[config.mk]
export PLATFORM = sky130hd
export DESIGN_NAME = fcchf_seq
export DESIGN_NICKNAME = d
export VERILOG_FILES = /design/src/rtl/core/fcchf_pkg.sv /design/src/rtl/core/fcchf_seq.sv
export SDC_FILE = /design/constraint.sdc
export NUM_CORES = 1
export LEC_CHECK = 0
export BUFFER_PORTS_ARGS = -buffer_cell sky130_fd_sc_hd__clkbuf_2
export CAP_MARGIN = 0
export CORE_AREA = 3 3 43 45
export DETAILED_ROUTE_END_ITERATION = 8
export DIE_AREA = 0 0 46 48
export HOLD_SLACK_MARGIN = 0.06
export PLACE_DENSITY_LB_ADDON = 0.08
export SLEW_MARGIN = 15
export SYNTH_ARGS = -nofsm -noshare
export SYNTH_HDL_FRONTEND = slang
export SYNTH_SLANG_ARGS = --single-unit
[constraint.sdc]
create_clock -name clk -period 1.9 [get_ports clk]
set_input_delay 0.095 -clock clk [delete_from_list [all_inputs] [get_ports clk]]
set_output_delay 0.095 -clock clk [all_outputs]
set_load 0.005 [all_outputs]
[src/rtl/core/fcchf_pkg.sv]
// ----------------------------------------------------------------------------
// fcchf_pkg
// Shared types, constants, entry decode and the control store of the
// FAT cluster chain head finder.
// ----------------------------------------------------------------------------
package fcchf_pkg;

	localparam int unsigned TableDepth = 65536;
	localparam int unsigned AddrW      = $clog2(TableDepth);
	localparam int unsigned IdxW       = 16;
	localparam int unsigned ValW       = 32;
	localparam int unsigned EntryW     = 28;
	localparam int unsigned CurW       = 17;
	localparam int unsigned CfgIdxW    = 2;
	localparam int unsigned CfgDataW   = 17;

	localparam logic [CurW-1:0] LimCap =
		(TableDepth < 65536) ? CurW'(TableDepth) : CurW'(65536);

	localparam logic [ValW-1:0]   EntryMask = 32'h0FFF_FFFF;
	localparam logic [EntryW-1:0] RsvFirst  = 28'hFFF_FFF0;
	localparam logic [EntryW-1:0] RsvLast   = 28'hFFF_FFF6;
	localparam logic [EntryW-1:0] BadValue  = 28'hFFF_FFF7;

	localparam logic [IdxW-1:0]     FirstClusterRst = 16'd2;
	localparam logic [CfgDataW-1:0] EntryCountRst   = 17'd65536;

	typedef enum logic [1:0] {
		CMD_LOAD  = 2'd0,
		CMD_START = 2'd1,
		CMD_FETCH = 2'd2,
		CMD_NOP   = 2'd3
	} cmd_code_t;

	typedef enum logic [CfgIdxW-1:0] {
		CFG_FIRST_CLUSTER = 2'd0,
		CFG_ENTRY_COUNT   = 2'd1
	} cfg_idx_t;

	typedef struct packed {
		logic [1:0]      command;
		logic [IdxW-1:0] entry_index;
		logic [ValW-1:0] raw_word;
	} cmd_t;

	typedef struct packed {
		logic [IdxW-1:0] head_cluster;
		logic            head_valid;
		logic            scan_done;
	} res_t;

	typedef enum logic [3:0] {
		ST_RST_CLR,
		ST_IDLE,
		ST_LOAD,
		ST_START_CLR,
		ST_START_SET,
		ST_SCAN,
		ST_SCAN_CHK,
		ST_WALK_TEST,
		ST_WALK_CHK,
		ST_EMIT_HEAD,
		ST_EMIT_DONE,
		ST_EMIT_ZERO
	} step_t;

	typedef enum logic [2:0] {
		A_CLR,
		A_IDX,
		A_CUR,
		A_HEAD,
		A_NXT
	} addr_sel_t;

	typedef enum logic [2:0] {
		J_ALWAYS,
		J_CLR_MORE,
		J_CUR_GE_LIM,
		J_VIS_OR_DEAD,
		J_NXT_GE_LIM,
		J_NOT_VIS,
		J_DISPATCH
	} jmp_t;

	typedef enum logic [1:0] {
		E_NONE,
		E_ZERO,
		E_HEAD,
		E_DONE
	} emit_t;

	typedef struct packed {
		addr_sel_t addr_sel;
		logic      tbl_we;
		logic      vis_we;
		logic      vis_wd;
		logic      clr_inc;
		logic      cur_first;
		logic      cur_inc;
		logic      head_ld;
		logic      nxt_ld;
		logic      accept;
		emit_t     emit;
		jmp_t      jmp;
		step_t     jmp_tgt;
		step_t     nxt_tgt;
	} ctl_t;

	typedef struct packed {
		logic clr_more;
		logic cur_ge_lim;
		logic vis_or_dead;
		logic nxt_ge_lim;
		logic vis;
		logic out_free;
	} sts_t;

	function automatic logic is_dead(input logic [EntryW-1:0] v);
		return (v == '0) || (v == EntryW'(1)) || (v == BadValue) ||
			((v >= RsvFirst) && (v <= RsvLast));
	endfunction

	function automatic step_t dispatch_step(input logic [1:0] c);
		step_t s;
		unique case (c)
			CMD_LOAD:  s = ST_LOAD;
			CMD_START: s = ST_START_CLR;
			CMD_FETCH: s = ST_SCAN;
			default:   s = ST_EMIT_ZERO;
		endcase
		return s;
	endfunction

	function automatic ctl_t ucode_rom(input step_t s);
		ctl_t w;
		w = '0;
		w.addr_sel = A_CLR;
		w.emit     = E_NONE;
		w.jmp      = J_ALWAYS;
		w.jmp_tgt  = ST_IDLE;
		w.nxt_tgt  = ST_IDLE;
		unique case (s)
			ST_RST_CLR: begin
				w.addr_sel = A_CLR;
				w.vis_we   = 1'b1;
				w.clr_inc  = 1'b1;
				w.jmp      = J_CLR_MORE;
				w.jmp_tgt  = ST_RST_CLR;
				w.nxt_tgt  = ST_IDLE;
			end
			ST_IDLE: begin
				w.accept  = 1'b1;
				w.jmp     = J_DISPATCH;
				w.nxt_tgt = ST_IDLE;
			end
			ST_LOAD: begin
				w.addr_sel = A_IDX;
				w.tbl_we   = 1'b1;
				w.jmp_tgt  = ST_EMIT_ZERO;
			end
			ST_START_CLR: begin
				w.addr_sel = A_CLR;
				w.vis_we   = 1'b1;
				w.clr_inc  = 1'b1;
				w.jmp      = J_CLR_MORE;
				w.jmp_tgt  = ST_START_CLR;
				w.nxt_tgt  = ST_START_SET;
			end
			ST_START_SET: begin
				w.cur_first = 1'b1;
				w.jmp_tgt   = ST_EMIT_ZERO;
			end
			ST_SCAN: begin
				w.addr_sel = A_CUR;
				w.head_ld  = 1'b1;
				w.jmp      = J_CUR_GE_LIM;
				w.jmp_tgt  = ST_EMIT_DONE;
				w.nxt_tgt  = ST_SCAN_CHK;
			end
			ST_SCAN_CHK: begin
				w.addr_sel = A_HEAD;
				w.vis_we   = 1'b1;
				w.vis_wd   = 1'b1;
				w.cur_inc  = 1'b1;
				w.nxt_ld   = 1'b1;
				w.jmp      = J_VIS_OR_DEAD;
				w.jmp_tgt  = ST_SCAN;
				w.nxt_tgt  = ST_WALK_TEST;
			end
			ST_WALK_TEST: begin
				w.addr_sel = A_NXT;
				w.jmp      = J_NXT_GE_LIM;
				w.jmp_tgt  = ST_EMIT_HEAD;
				w.nxt_tgt  = ST_WALK_CHK;
			end
			ST_WALK_CHK: begin
				w.addr_sel = A_NXT;
				w.vis_we   = 1'b1;
				w.vis_wd   = 1'b1;
				w.nxt_ld   = 1'b1;
				w.jmp      = J_NOT_VIS;
				w.jmp_tgt  = ST_WALK_TEST;
				w.nxt_tgt  = ST_EMIT_HEAD;
			end
			ST_EMIT_HEAD: begin
				w.emit = E_HEAD;
			end
			ST_EMIT_DONE: begin
				w.emit = E_DONE;
			end
			ST_EMIT_ZERO: begin
				w.emit = E_ZERO;
			end
			default: begin
				w.jmp_tgt = ST_IDLE;
			end
		endcase
		return w;
	endfunction

endpackage

[src/rtl/core/fcchf_seq.sv]
// ----------------------------------------------------------------------------
// fcchf_seq
// Microcode sequencer: step counter, control store lookup and
// conditional jump selection.
// ----------------------------------------------------------------------------
module fcchf_seq (
	input  logic              clk,
	input  logic              arst_n,
	input  logic              cmd_valid,
	input  logic [1:0]        command,
	input  fcchf_pkg::sts_t   sts,
	output fcchf_pkg::ctl_t   ctl,
	output logic              cmd_stall
);

	import fcchf_pkg::*;

	step_t step_q;
	step_t step_d;
	logic  taken;
	logic  hold;

	assign ctl       = ucode_rom(step_q);
	assign cmd_stall = !ctl.accept;
	assign hold      = (ctl.emit != E_NONE) && !sts.out_free;

	always_comb begin
		unique case (ctl.jmp)
			J_ALWAYS:      taken = 1'b1;
			J_CLR_MORE:    taken = sts.clr_more;
			J_CUR_GE_LIM:  taken = sts.cur_ge_lim;
			J_VIS_OR_DEAD: taken = sts.vis_or_dead;
			J_NXT_GE_LIM:  taken = sts.nxt_ge_lim;
			J_NOT_VIS:     taken = !sts.vis;
			J_DISPATCH:    taken = cmd_valid;
			default:       taken = 1'b1;
		endcase
	end

	always_comb begin
		if (hold) begin
			step_d = step_q;
		end else if (!taken) begin
			step_d = ctl.nxt_tgt;
		end else if (ctl.jmp == J_DISPATCH) begin
			step_d = dispatch_step(command);
		end else begin
			step_d = ctl.jmp_tgt;
		end
	end

	always_ff @(posedge clk or negedge arst_n) begin
		if (!arst_n) begin
			step_q <= ST_RST_CLR;
		end else begin
			step_q <= step_d;
		end
	end

	a_accept_leaves_idle: assert property (@(posedge clk) disable iff (!arst_n)
		(cmd_valid && !cmd_stall) |=> (step_q != ST_IDLE))
		else $error("accepted beat did not start a routine");

	a_rst_clr_exit: assert property (@(posedge clk) disable iff (!arst_n)
		(step_q == ST_RST_CLR) |=> (step_q == ST_RST_CLR || step_q == ST_IDLE))
		else $error("reset sweep left to a wrong step");

endmodule

# Word level (Yosys, flattened, before mapping)
# Cells that the tools add are included.
[word_totals] ff_bits=4 input_bits=11 out_inout_bits=26 wordCells=49
[op_classes] n_eq_ne=19 n_mux=17 n_reduce_logical=12
[op_table] operator="case mux 4 bit (7 select lines)" count=1
[op_table] operator="case mux 4 bit (5 select lines)" count=1
[op_table] operator="case mux 3 bit (6 select lines)" count=1
[op_table] operator="equality test 4 x 3 -> 1 bit (second input constant)" count=4
[op_table] operator="equality test 4 bit (second input constant)" count=4
[op_table] operator="case mux 3 bit (4 select lines)" count=1
[op_table] operator="case mux 4 bit (3 select lines)" count=1
[op_table] operator="equality test 3 bit (second input constant)" count=3
[op_table] operator="equality test 4 x 2 -> 1 bit (second input constant)" count=2
[op_table] operator="2-to-1 mux 1 bit" count=8
[op_table] operator="2-to-1 mux 4 bit" count=2
[op_table] operator="OR reduction 2 bit" count=4
[op_table] operator="equality test 3 x 2 -> 1 bit (second input constant)" count=2
[op_table] operator="case mux 1 bit (6 select lines)" count=1
[op_table] operator="case mux 2 bit (3 select lines)" count=1
[op_table] operator="equality test 4 x 1 -> 1 bit (second input constant)" count=1
[op_table] operator="logical NOT 4 bit" count=1
[op_table] operator="OR reduction 4 bit" count=1
[op_table] operator="equality test 3 x 1 -> 1 bit (second input constant)" count=1
[op_table] operator="logical NOT 1 bit" count=3
[op_table] operator="equality test 2 x 1 -> 1 bit (second input constant)" count=1
[op_table] operator="equality test 2 bit (second input constant)" count=1
[op_table] operator="logical NOT 2 bit" count=1
[op_table] operator="nonzero test 2 bit" count=1
[op_table] operator="logical AND 1 bit" count=1

# Depth between registers and ports, before layout
# Gate-level depths: netlist (run 1).
[logic_depth] word_depth=6 depth_mapped=7 ltp_nobuf=5

# Worst setup path before layout (run 1)
# No wires, ideal clock.
[synth_path] path_type="register to register" start="register step_q[2]" end="register step_q[2]" setup_ns=0.125 arrival_ns=1.602 required_time_ns=1.775 slack_ns=0.173 path_stages_with_launch=6 path_buffers=1 period_less_slack_ns=1.727 cell_sequence="dfrtp_1 buf_6 or4b_4 o31a_1 nor2_2 mux2_4"
[synth_via] elab_chain_len=6 word_cells_on_any_way=29 cone_classes="eq/ne (17); mux (7); reduce/logical (5)"
[synth_lines] element="start, declared" line_no="fcchf_seq.sv:18" source="step_t step_q;"
[synth_lines] element="start signal, assigned" line_no="fcchf_seq.sv:56" source="step_q <= step_d;"
[synth_lines] element="equality test 4 x 2 -> 1 bit or logical NOT 4 bit (tied branches)" line_no="fcchf_pkg.sv:142" source="unique case (s)"
[synth_lines] element="OR reduction 2 bit (no source line)"
[synth_lines] element="case mux 3 bit (6 select lines)" line_no="fcchf_pkg.sv:142"
[synth_lines] element="equality test 3 bit, or another cell as far along" line_no="fcchf_seq.sv:28, fcchf_seq.sv:45"
[synth_lines] element="case mux 1 bit (6 select lines) or 2-to-1 mux 4 bit (tied branches)" line_no="fcchf_seq.sv:28, fcchf_seq.sv:45"
[synth_lines] element="2-to-1 mux 4 bit" line_no="fcchf_seq.sv:43" source="end else if (!taken) begin"
# Several ways; a longest one is shown, not always the timed one.
# A chain may end at the register's enable or synchronous reset.

==> flow_summary.json, run 1 <==
{
  "largest_reg_flops": 4,
  "grt_pass1_vias": 643,
  "drtAntennaViolNets": 0,
  "cp_slowest_stage_delay_ns": 0.44,
  "slowest_stage": "dfrtp_2",
  "ioPinCount": 37,
  "relSlewSlack": 0.681,
  "detailed_place_hpwl_mm": 1.51,
  "finalHoldViolations": 0,
  "largest-register": "step_q",
  "period_share": 0.961,
  "clk_pin_slew_worst_paths_ns": 0.04,
  "viasPerCell": 5.56,
  "cts_root_buf": "clkbuf_4",
  "dieArea_um2": 2210,
  "p_leak_nw": 0.447,
  "worst_slew_pin_slew_ns": 0.476,
  "drc": 0,
  "clock_sinks": 4,
  "avgRoutedWirePerCell_um": 13.2,
  "reg_top3": "step_q (4)",
  "final_common_cell": "clkbuf_2",
  "num_rows": 14,
  "vias": 801,
  "final.setup.tns_ns": 0,
  "synth_area_um2": 618,
  "ys_seq_elements": 4,
  "crit_path_end_kind": "output port",
  "critical_path.startpoint_type": "flip-flop",
  "finalWeightedCongestion": 0.857,
  "cts_post_setup_buffers_inserted": 0,
  "path_cells": "buf_4 -> nand2b_4 -> or3_4 -> buf_4 -> o21ai_0 -> clkbuf_2",
  "rsz0062_at_grt": "false",
  "diodes": 0,
  "drv_cap": 0,
  "antenna_found_initial": 0,
  "detailedRoute.firstPassIterationCount": 4,
  "drive_gt1_frac": 0.445,
  "syn_to_final_growth_pct": 40.7,
  "status": "finished clean",
  "worst-r2r-setup-slack_ns": 0.15,
  "critical_path_arrival_ns": 1.73,
  "worstSetupPathType": "flip-flop to output port",
  "worstSkewPairLatency_ns": 0.24,
  "start_util": 0.410,
  "hold_class": "primary input to flip-flop",
  "cts_tree": "done",
  "min_period_ns": 1.83,
  "r2r_end": "step_q[2]$_DFFE_PN0N_",
  "die_h_um": 48,
  "synth_cell_types": 36,
  "clock_skew_ns": 0.00790,
  "io_buffers": 36,
  "setup_viol": 0,
  "power.total_w": 0.00155,
  "synth_nets": 101,
  "grt_max_degree": 15,
  "grt_pass1_wl_mm": 2.84,
  "layout_common_cells": "36 x clkbuf_2, 15 x nor2_1",
  "cts_made_buffers": 3,
  "reg2reg_depth": 4,
  "crit_start": "step_q[1]$_DFFE_PN0N_",
  "path_max_fanout": 9,
  "crit_path_frequent_cell": "buf_4",
  "drt_iter0_drc": 15,
  "htree_levels": 1,
  "p_per_area_nw_per_um2": 1790,
  "slew_viol_final": 0,
  "peakVddDrop_mv": 0.809,
  "drt_wl_total_mm": 1.90,
  "r2r_start": "step_q[0]$_DFFE_PN0N_",
  "grt_remaining_overflow": 0,
  "fp.coreArea_um2": 1510,
  "yosysSeqAreaShare": 0.162,
  "clockBufferDepth": 2,
  "fillers": 150,
  "die_w_um": 46,
  "syn_inst": 90,
  "worstSetupEndpoint": "ctl[9]",
  "ys_warn_count": 0,
  "required_ns": 1.80,
  "avgSynthCellArea_um2": 6.87,
  "track_usage": 0.172,
  "clock.fmax_ghz": 0.548,
  "nets": 141
}
[kinds of logic after synthesis]
logic type      synth area share
simple gates               0.431
buf+inv                    0.103
mux                       0.0243
compound gates             0.251
xor+xnor                  0.0283
flops                      0.162
[critical path: cells and delay by family (launching register included)]
kind,cells,cell delay (ns)
AND/OR/NAND/NOR,2,0.51
flip-flops,1,0.44
AO/OA/AOI/OAI,1,0.07
buffers and inverters,3,0.47
[metrics by stage]
stage,cells,util,hold WS [ns],setup slack [ns],instance area (µm²)
CTS,144,0.568,0.162,0.00125,856
floorplan,90,-,-0.201,0.173,618
global placement,140,0.543,-0.0955,0.143,818
global route,144,0.577,0.190,0.00262,870
finish,144,0.577,0.162,0.0743,870
detailed placement,140,0.543,-0.0947,0.105,818
[power breakdown]
part,switching [W],internal (W),total (W),leakage [nW]
clock,0.0000379,0.0000709,0.000109,0.0138
sequential,0.0000818,0.000131,0.000213,0.0473
combinational,0.000634,0.000597,0.00123,0.386
total,0.000754,0.000799,0.00155,0.447
[synth_stat cells, drive strengths merged]
cell / count / area share
nand2b: 7 / 0.071
xor2: 1 / 0.014
nand4: 2 / 0.020
nor2: 17 / 0.12
a211oi: 3 / 0.036
o211ai: 2 / 0.024
inv: 3 / 0.018
buf: 6 / 0.067
nor3: 5 / 0.040
a21oi: 4 / 0.032
o21ai: 6 / 0.049
o311ai: 2 / 0.028
or3: 1 / 0.010
nor2b: 3 / 0.030
o31ai: 1 / 0.012
nand3: 1 / 0.0081
a2bb2oi: 1 / 0.014
or2: 2 / 0.020
nand4b: 1 / 0.014
and3: 1 / 0.010
a211o: 1 / 0.028
and2: 1 / 0.010
mux2: 1 / 0.024
dfrtp: 4 / 0.16
clkbuf: 3 / 0.018
xnor2: 1 / 0.014
nand2: 6 / 0.036
nand4bb: 1 / 0.018
a21o: 1 / 0.012
o31a: 1 / 0.014
or4b: 1 / 0.022
[worst min path at each step]
stage                 from                     to  depth (start not counted)
global placement    arst_n  step_q[3]$_DFFE_PN0N_                          1
floorplan           arst_n  step_q[0]$_DFFE_PN0N_                          0
CTS                 sts[0]  step_q[3]$_DFFE_PN0N_                          2
global route        sts[0]  step_q[3]$_DFFE_PN0N_                          2
finish              sts[0]  step_q[3]$_DFFE_PN0N_                          2
detailed placement  arst_n  step_q[3]$_DFFE_PN0N_                          1
[cell type report]
type,instances,area (µm²),area share
multi-input combinational,74,467,0.537
timing repair buffer,44,246,0.283
sequential,4,103,0.118
clock buffer,3,22.5,0.0259
tap,16,20.0,0.0230
inverter,3,11.3,0.0129
[routing by layer]
| layer | up-vias | global-route usage | wire length, µm |
|---|---|---|---|
| met5 | - | 0 | 0 |
| met4 | 0 | 0.0341 | 12 |
| met3 | 2 | 0.0113 | 158 |
| met2 | 38 | 0.280 | 866 |
| met1 | 363 | 0.248 | 860 |
| li1 | 398 | - | - |
[what timing repair did]
item	CTS	global route
endpoints found under the setup margin	2	4
hold buffers	1	0
hold endpoints to repair	4	0
resized for setup	1	4
Power figures use the tool's default switching activity.
==> inputs of run 2 (changes only) <==
--- a/config.mk
+++ b/config.mk
@@ -7,9 +7,9 @@
 export LEC_CHECK = 0
 export BUFFER_PORTS_ARGS = -buffer_cell sky130_fd_sc_hd__clkbuf_2
 export CAP_MARGIN = 0
-export CORE_AREA = 3 3 43 45
+export CORE_AREA = 3 3 45 47
 export DETAILED_ROUTE_END_ITERATION = 8
-export DIE_AREA = 0 0 46 48
+export DIE_AREA = 0 0 48 50
 export HOLD_SLACK_MARGIN = 0.06
 export PLACE_DENSITY_LB_ADDON = 0.08
 export SLEW_MARGIN = 15
==> constraint.sdc (replaced) <==
create_clock -name clk -period 1.6 [get_ports clk]
set_input_delay 0.08 -clock clk [delete_from_list [all_inputs] [get_ports clk]]
set_output_delay 0.08 -clock clk [all_outputs]
set_load 0.005 [all_outputs]
==> run 2 against run 1 <==
The flow now finishes with violations (negative setup slack); total power up 63%; critical path depth fell by 1; cell count up 13%; largest cell class unchanged; highest routed layer unchanged.
==> flow_summary.json, run 2 (synthesis results as in run 1) <==
{
  "reg2reg_depth": 5,
  "vias": 848,
  "rsz0062_at_grt": "true",
  "worst_slew_pin_slew_ns": 0.438,
  "diodes": 0,
  "final.setup.tns_ns": -0.559,
  "fin_area_um2": 1130,
  "dieArea_um2": 2400,
  "grt_pass1_wl_mm": 3.42,
  "grt_remaining_overflow": 0,
  "drt_wl_total_mm": 2.23,
  "clock_sinks": 4,
  "cts_tree": "done",
  "setup_viol": 9,
  "required_ns": 1.72,
  "crit_path_end_kind": "flip-flop",
  "fillers": 164,
  "detailedRoute.firstPassIterationCount": 4,
  "nets": 158,
  "clock_skew_ns": 0.00221,
  "peakVddDrop_mv": 1.16,
  "drv_cap": 0,
  "grt_pass1_vias": 759,
  "power.total_w": 0.00253,
  "crit_path_frequent_cell": "nor2_4",
  "critical_path_arrival_ns": 1.84,
  "path_max_fanout": 5,
  "hold_class": "primary input to flip-flop",
  "crit_buf_inv": 0,
  "fp.coreArea_um2": 1690,
  "largest-register": "step_q",
  "layout_common_cells": "35 x clkbuf_2, 15 x buf_4, 13 x nor2_1",
  "detailed_place_hpwl_mm": 1.68,
  "num_rows": 15,
  "crit_start": "step_q[1]$_DFFE_PN0N_",
  "die_w_um": 48,
  "hold_depth": 2,
  "track_usage": 0.201,
  "finalWeightedCongestion": 0.784,
  "drive_gt1_frac": 0.621,
  "finalHoldViolations": 0,
  "clock.fmax_ghz": 0.581,
  "place_ws_ns": -0.104,
  "htree_levels": 1,
  "path_cells": "or4b_4 -> nor2_4 -> a211o_4 -> nor2_4 -> mux2_4",
  "antenna_found_initial": 0,
  "min_period_ns": 1.72,
  "clk_pin_slew_worst_paths_ns": 0.04,
  "worst-r2r-setup-slack_ns": -0.12,
  "status": "finished with violations",
  "r2r_start": "step_q[1]$_DFFE_PN0N_",
  "placed_cell_area_um2": 902,
  "worstSkewPairLatency_ns": 0.24,
  "clockBufferDepth": 2,
  "die_h_um": 50,
  "start_util": 0.366,
  "syn_to_final_growth_pct": 82.8,
  "p_per_area_nw_per_um2": 2240,
  "cp.depth": 5,
  "grt_max_degree": 13,
  "drtAntennaViolNets": 0,
  "period_share": 1.08,
  "slew_viol_final": 0,
  "reg_top3": "step_q (4)",
  "avgRoutedWirePerCell_um": 13.8,
  "relSlewSlack": 0.706,
  "cts_root_buf": "clkbuf_4",
  "slowest_stage": "or4b_4",
  "largest_reg_flops": 4,
  "critical_path.startpoint_type": "flip-flop",
  "drt_iter0_drc": 19,
  "cts_made_buffers": 3,
  "setup_ws_ns": -0.122,
  "cp_slowest_stage_delay_ns": 0.58,
  "ioPinCount": 37,
  "failed_checks": "negative setup slack",
  "viasPerCell": 5.23,
  "worstSetupPathType": "flip-flop to flip-flop",
  "final_common_cell": "clkbuf_2",
  "io_buffers": 36,
  "p_leak_nw": 0.575,
  "drc": 0,
  "worstSetupEndpoint": "step_q[2]$_DFFE_PN0N_",
  "critical_path.top_delay_family": "simple AND/OR/NAND/NOR gates",
  "r2r_end": "step_q[2]$_DFFE_PN0N_"
}
-- run 2: cell count changes in the layout (fill, tap and decap cells not counted), sizes merged --
| cell | before | now |
|---|---|---|
| buf | 7 | 25 |
| clkbuf | 39 | 38 |
-- run 2: layout make-up --
cell class	instances	area, µm²	share of cell area
multi-input cells	74	567	0.502
repair buffers	61	404	0.358
flip-flops and latches	4	104	0.0919
clock buffers	3	22.5	0.0199
well taps	17	21.3	0.0188
inverters	3	11.3	0.00997
-- run 2: power breakdown --
| group | switching [W] | internal [W] | total (W) |
|---|---|---|---|
| registers | 0.0000650 | 0.000158 | 0.000223 |
| logic | 0.00102 | 0.00116 | 0.00218 |
| clock network | 0.0000428 | 0.0000840 | 0.000127 |
| total | 0.00113 | 0.00140 | 0.00253 |
-- run 2: how the worst min path moves through the flow --
stage	from	slack (ns)	endpoint
after floorplan	arst_n	-0.22	step_q[0]$_DFFE_PN0N_
after CTS	sts[0]	0.17	step_q[0]$_DFFE_PN0N_
after global placement	arst_n	-0.11	step_q[0]$_DFFE_PN0N_
after detailed placement	arst_n	-0.10	step_q[0]$_DFFE_PN0N_
after global routing	sts[0]	0.14	step_q[3]$_DFFE_PN0N_
final	sts[0]	0.12	step_q[3]$_DFFE_PN0N_
-- run 2: repair_timing --
action	in CTS	in global routing
hold endpoints to repair	4	0
setup buffers	1	5
hold buffers	1	0
gates resized for setup	19	22
setup endpoints to repair	17	18
pin swaps	5	5
-- run 2: through the flow --
stage                     utilization  std cells  hold slack (ns)
after floorplan                     -         90           -0.216
after CTS                       0.596        157            0.169
after global placement          0.534        152           -0.109
final                           0.669        162            0.125
after global routing            0.669        162            0.139
after detailed placement        0.534        152           -0.105
-- run 2: layer usage --
layer / GRT usage / wire length (µm) / vias up
li1: - / - / 431
met1: 0.252 / 923 / 381
met2: 0.324 / 1170 / 32
met3: 0.0328 / 115 / 4
met4: 0.0807 / 24 / 0
met5: 0 / 0 / -
==> inputs of run 3 (changes only) <==
--- a/config.mk
+++ b/config.mk
@@ -7,9 +7,9 @@
 export LEC_CHECK = 0
 export BUFFER_PORTS_ARGS = -buffer_cell sky130_fd_sc_hd__clkbuf_2
 export CAP_MARGIN = 0
-export CORE_AREA = 3 3 45 47
+export CORE_AREA = 3 3 47 45
 export DETAILED_ROUTE_END_ITERATION = 8
-export DIE_AREA = 0 0 48 50
+export DIE_AREA = 0 0 50 48
 export HOLD_SLACK_MARGIN = 0.06
 export PLACE_DENSITY_LB_ADDON = 0.08
 export SLEW_MARGIN = 15
==> run 3 against run 2 <==
The flow still finishes with violations (negative setup slack); combinational power increased by 13%; non-clock buffer count is 5 higher; die area stayed put; count of clock-buffer cells in the layout unchanged; sequential power shrank 8%.
==> flow_summary.json, run 3 (synthesis results as in run 1) <==
{
  "status": "finished with violations",
  "failed_checks": "negative setup slack",
  "critical_path_arrival_ns": 1.80,
  "worstSkewPairLatency_ns": 0.23,
  "worst-r2r-setup-slack_ns": -0.09,
  "ioPinCount": 37,
  "slew_viol_final": 0,
  "io_buffers": 36,
  "num_rows": 14,
  "start_util": 0.371,
  "peakVddDrop_mv": 1.29,
  "final_common_cell": "clkbuf_2",
  "required_ns": 1.71,
  "worstSetupPathType": "flip-flop to flip-flop",
  "cp_slowest_stage_delay_ns": 0.58,
  "setup_viol": 8,
  "worst_slew_pin_slew_ns": 0.385,
  "cts_root_buf": "clkbuf_4",
  "syn_to_final_growth_pct": 99.0,
  "rsz0062_at_grt": "true",
  "vias": 896,
  "detailedRoute.firstPassIterationCount": 4,
  "crit_path_frequent_cell": "nor2_4",
  "drtAntennaViolNets": 0,
  "power.total_w": 0.00279,
  "detailed_place_hpwl_mm": 1.67,
  "cts_made_buffers": 3,
  "fp.coreArea_um2": 1660,
  "slowest_stage": "or4b_4",
  "reg_top3": "step_q (4)",
  "die_w_um": 50,
  "grt_pass1_wl_mm": 3.68,
  "grt_pass1_vias": 820,
  "cts_tree": "done",
  "finalWeightedCongestion": 0.808,
  "path_cells": "or4b_4 -> nor2_4 -> a211o_4 -> nor2_4 -> mux2_4",
  "path_max_fanout": 4,
  "largest_reg_flops": 4,
  "p_per_area_nw_per_um2": 2270,
  "avgRoutedWirePerCell_um": 14.2,
  "crit_path_end_kind": "flip-flop",
  "htree_levels": 1,
  "relSlewSlack": 0.741,
  "grt_remaining_overflow": 0,
  "grt_max_degree": 12,
  "clock.fmax_ghz": 0.593,
  "period_share": 1.05,
  "clk_pin_slew_worst_paths_ns": 0.04,
  "layout_common_cells": "29 x clkbuf_2, 19 x buf_4, 12 x buf_6",
  "drv_cap": 0,
  "viasPerCell": 5.15,
  "finish.utilization": 0.739,
  "drt_iter0_drc": 18,
  "hold_class": "primary input to flip-flop",
  "clock_skew_ns": 0.00451,
  "critical_path.startpoint_type": "flip-flop",
  "clockBufferDepth": 2,
  "crit_buf_inv": 0,
  "drive_gt1_frac": 0.667,
  "dieArea_um2": 2400,
  "antenna_found_initial": 0,
  "min_period_ns": 1.69,
  "finalHoldViolations": 0,
  "nets": 163,
  "p_leak_nw": 0.613,
  "diodes": 0,
  "setup_ws_ns": -0.0874,
  "hold_slack_ns": 0.129,
  "drc": 0,
  "drt_wl_total_mm": 2.47,
  "die_h_um": 48,
  "critical_path.top_delay_family": "simple AND/OR/NAND/NOR gates",
  "clock_sinks": 4,
  "track_usage": 0.204,
  "largest-register": "step_q"
}
## run 3: cell count changes in the layout (fill, tap and decap cells not counted), sizes merged
cell	change
buf	+11
clkbuf	-6
## run 3: per-layer routing
metal,GRT usage,part of all wire,up-vias
met5,0,0,-
met4,0.0663,0.012,0
met3,0.0125,0.038,4
met2,0.406,0.54,28
met1,0.238,0.41,423
li1,-,-,441
## run 3: power breakdown
| part | internal (W) | leakage (nW) | switching, W |
|---|---|---|---|
| combinational | 0.00132 | 0.551 | 0.00114 |
| clock | 0.0000835 | 0.0138 | 0.0000362 |
| sequential | 0.000153 | 0.0484 | 0.0000512 |
## run 3: stage by stage
stage	worst slack, ns	instance area [µm²]	setup TNS (ns)	cells
after floorplan	-0.127	618	-0.138	90
after global placement	-0.0630	888	-0.126	156
after detailed placement	-0.104	888	-0.270	156
after CTS	-0.105	1120	-0.614	171
after global routing	-0.155	1230	-0.889	174
final	-0.0874	1230	-0.265	174
## run 3: layout make-up
class / instances / area (µm²)
multi-input cells: 74 / 607
flip-flops and latches: 4 / 101
inverters: 3 / 11.3
repair buffers: 66 / 458
fillers: 139 / 434
well taps: 24 / 30.0
clock buffers: 3 / 22.5
## run 3: path summary, 6_finish.rpt
check,from,endpoint,cells after the start
min,sts[0],step_q[3]$_DFFE_PN0N_,2
max reg2reg,step_q[1]$_DFFE_PN0N_,step_q[2]$_DFFE_PN0N_,5
min reg2reg,step_q[0]$_DFFE_PN0N_,step_q[0]$_DFFE_PN0N_,3
max in group asynchronous,arst_n,step_q[0]$_DFFE_PN0N_,2
max,step_q[1]$_DFFE_PN0N_,step_q[2]$_DFFE_PN0N_,5
min in group asynchronous,arst_n,step_q[2]$_DFFE_PN0N_,2
## run 3: repair_timing
item	CTS	global route
setup buffers	11	3
endpoints found under the setup margin	18	17
gates resized for setup	31	26
pin swaps	4	7
hold endpoints to repair	4	0
hold buffers	1	0
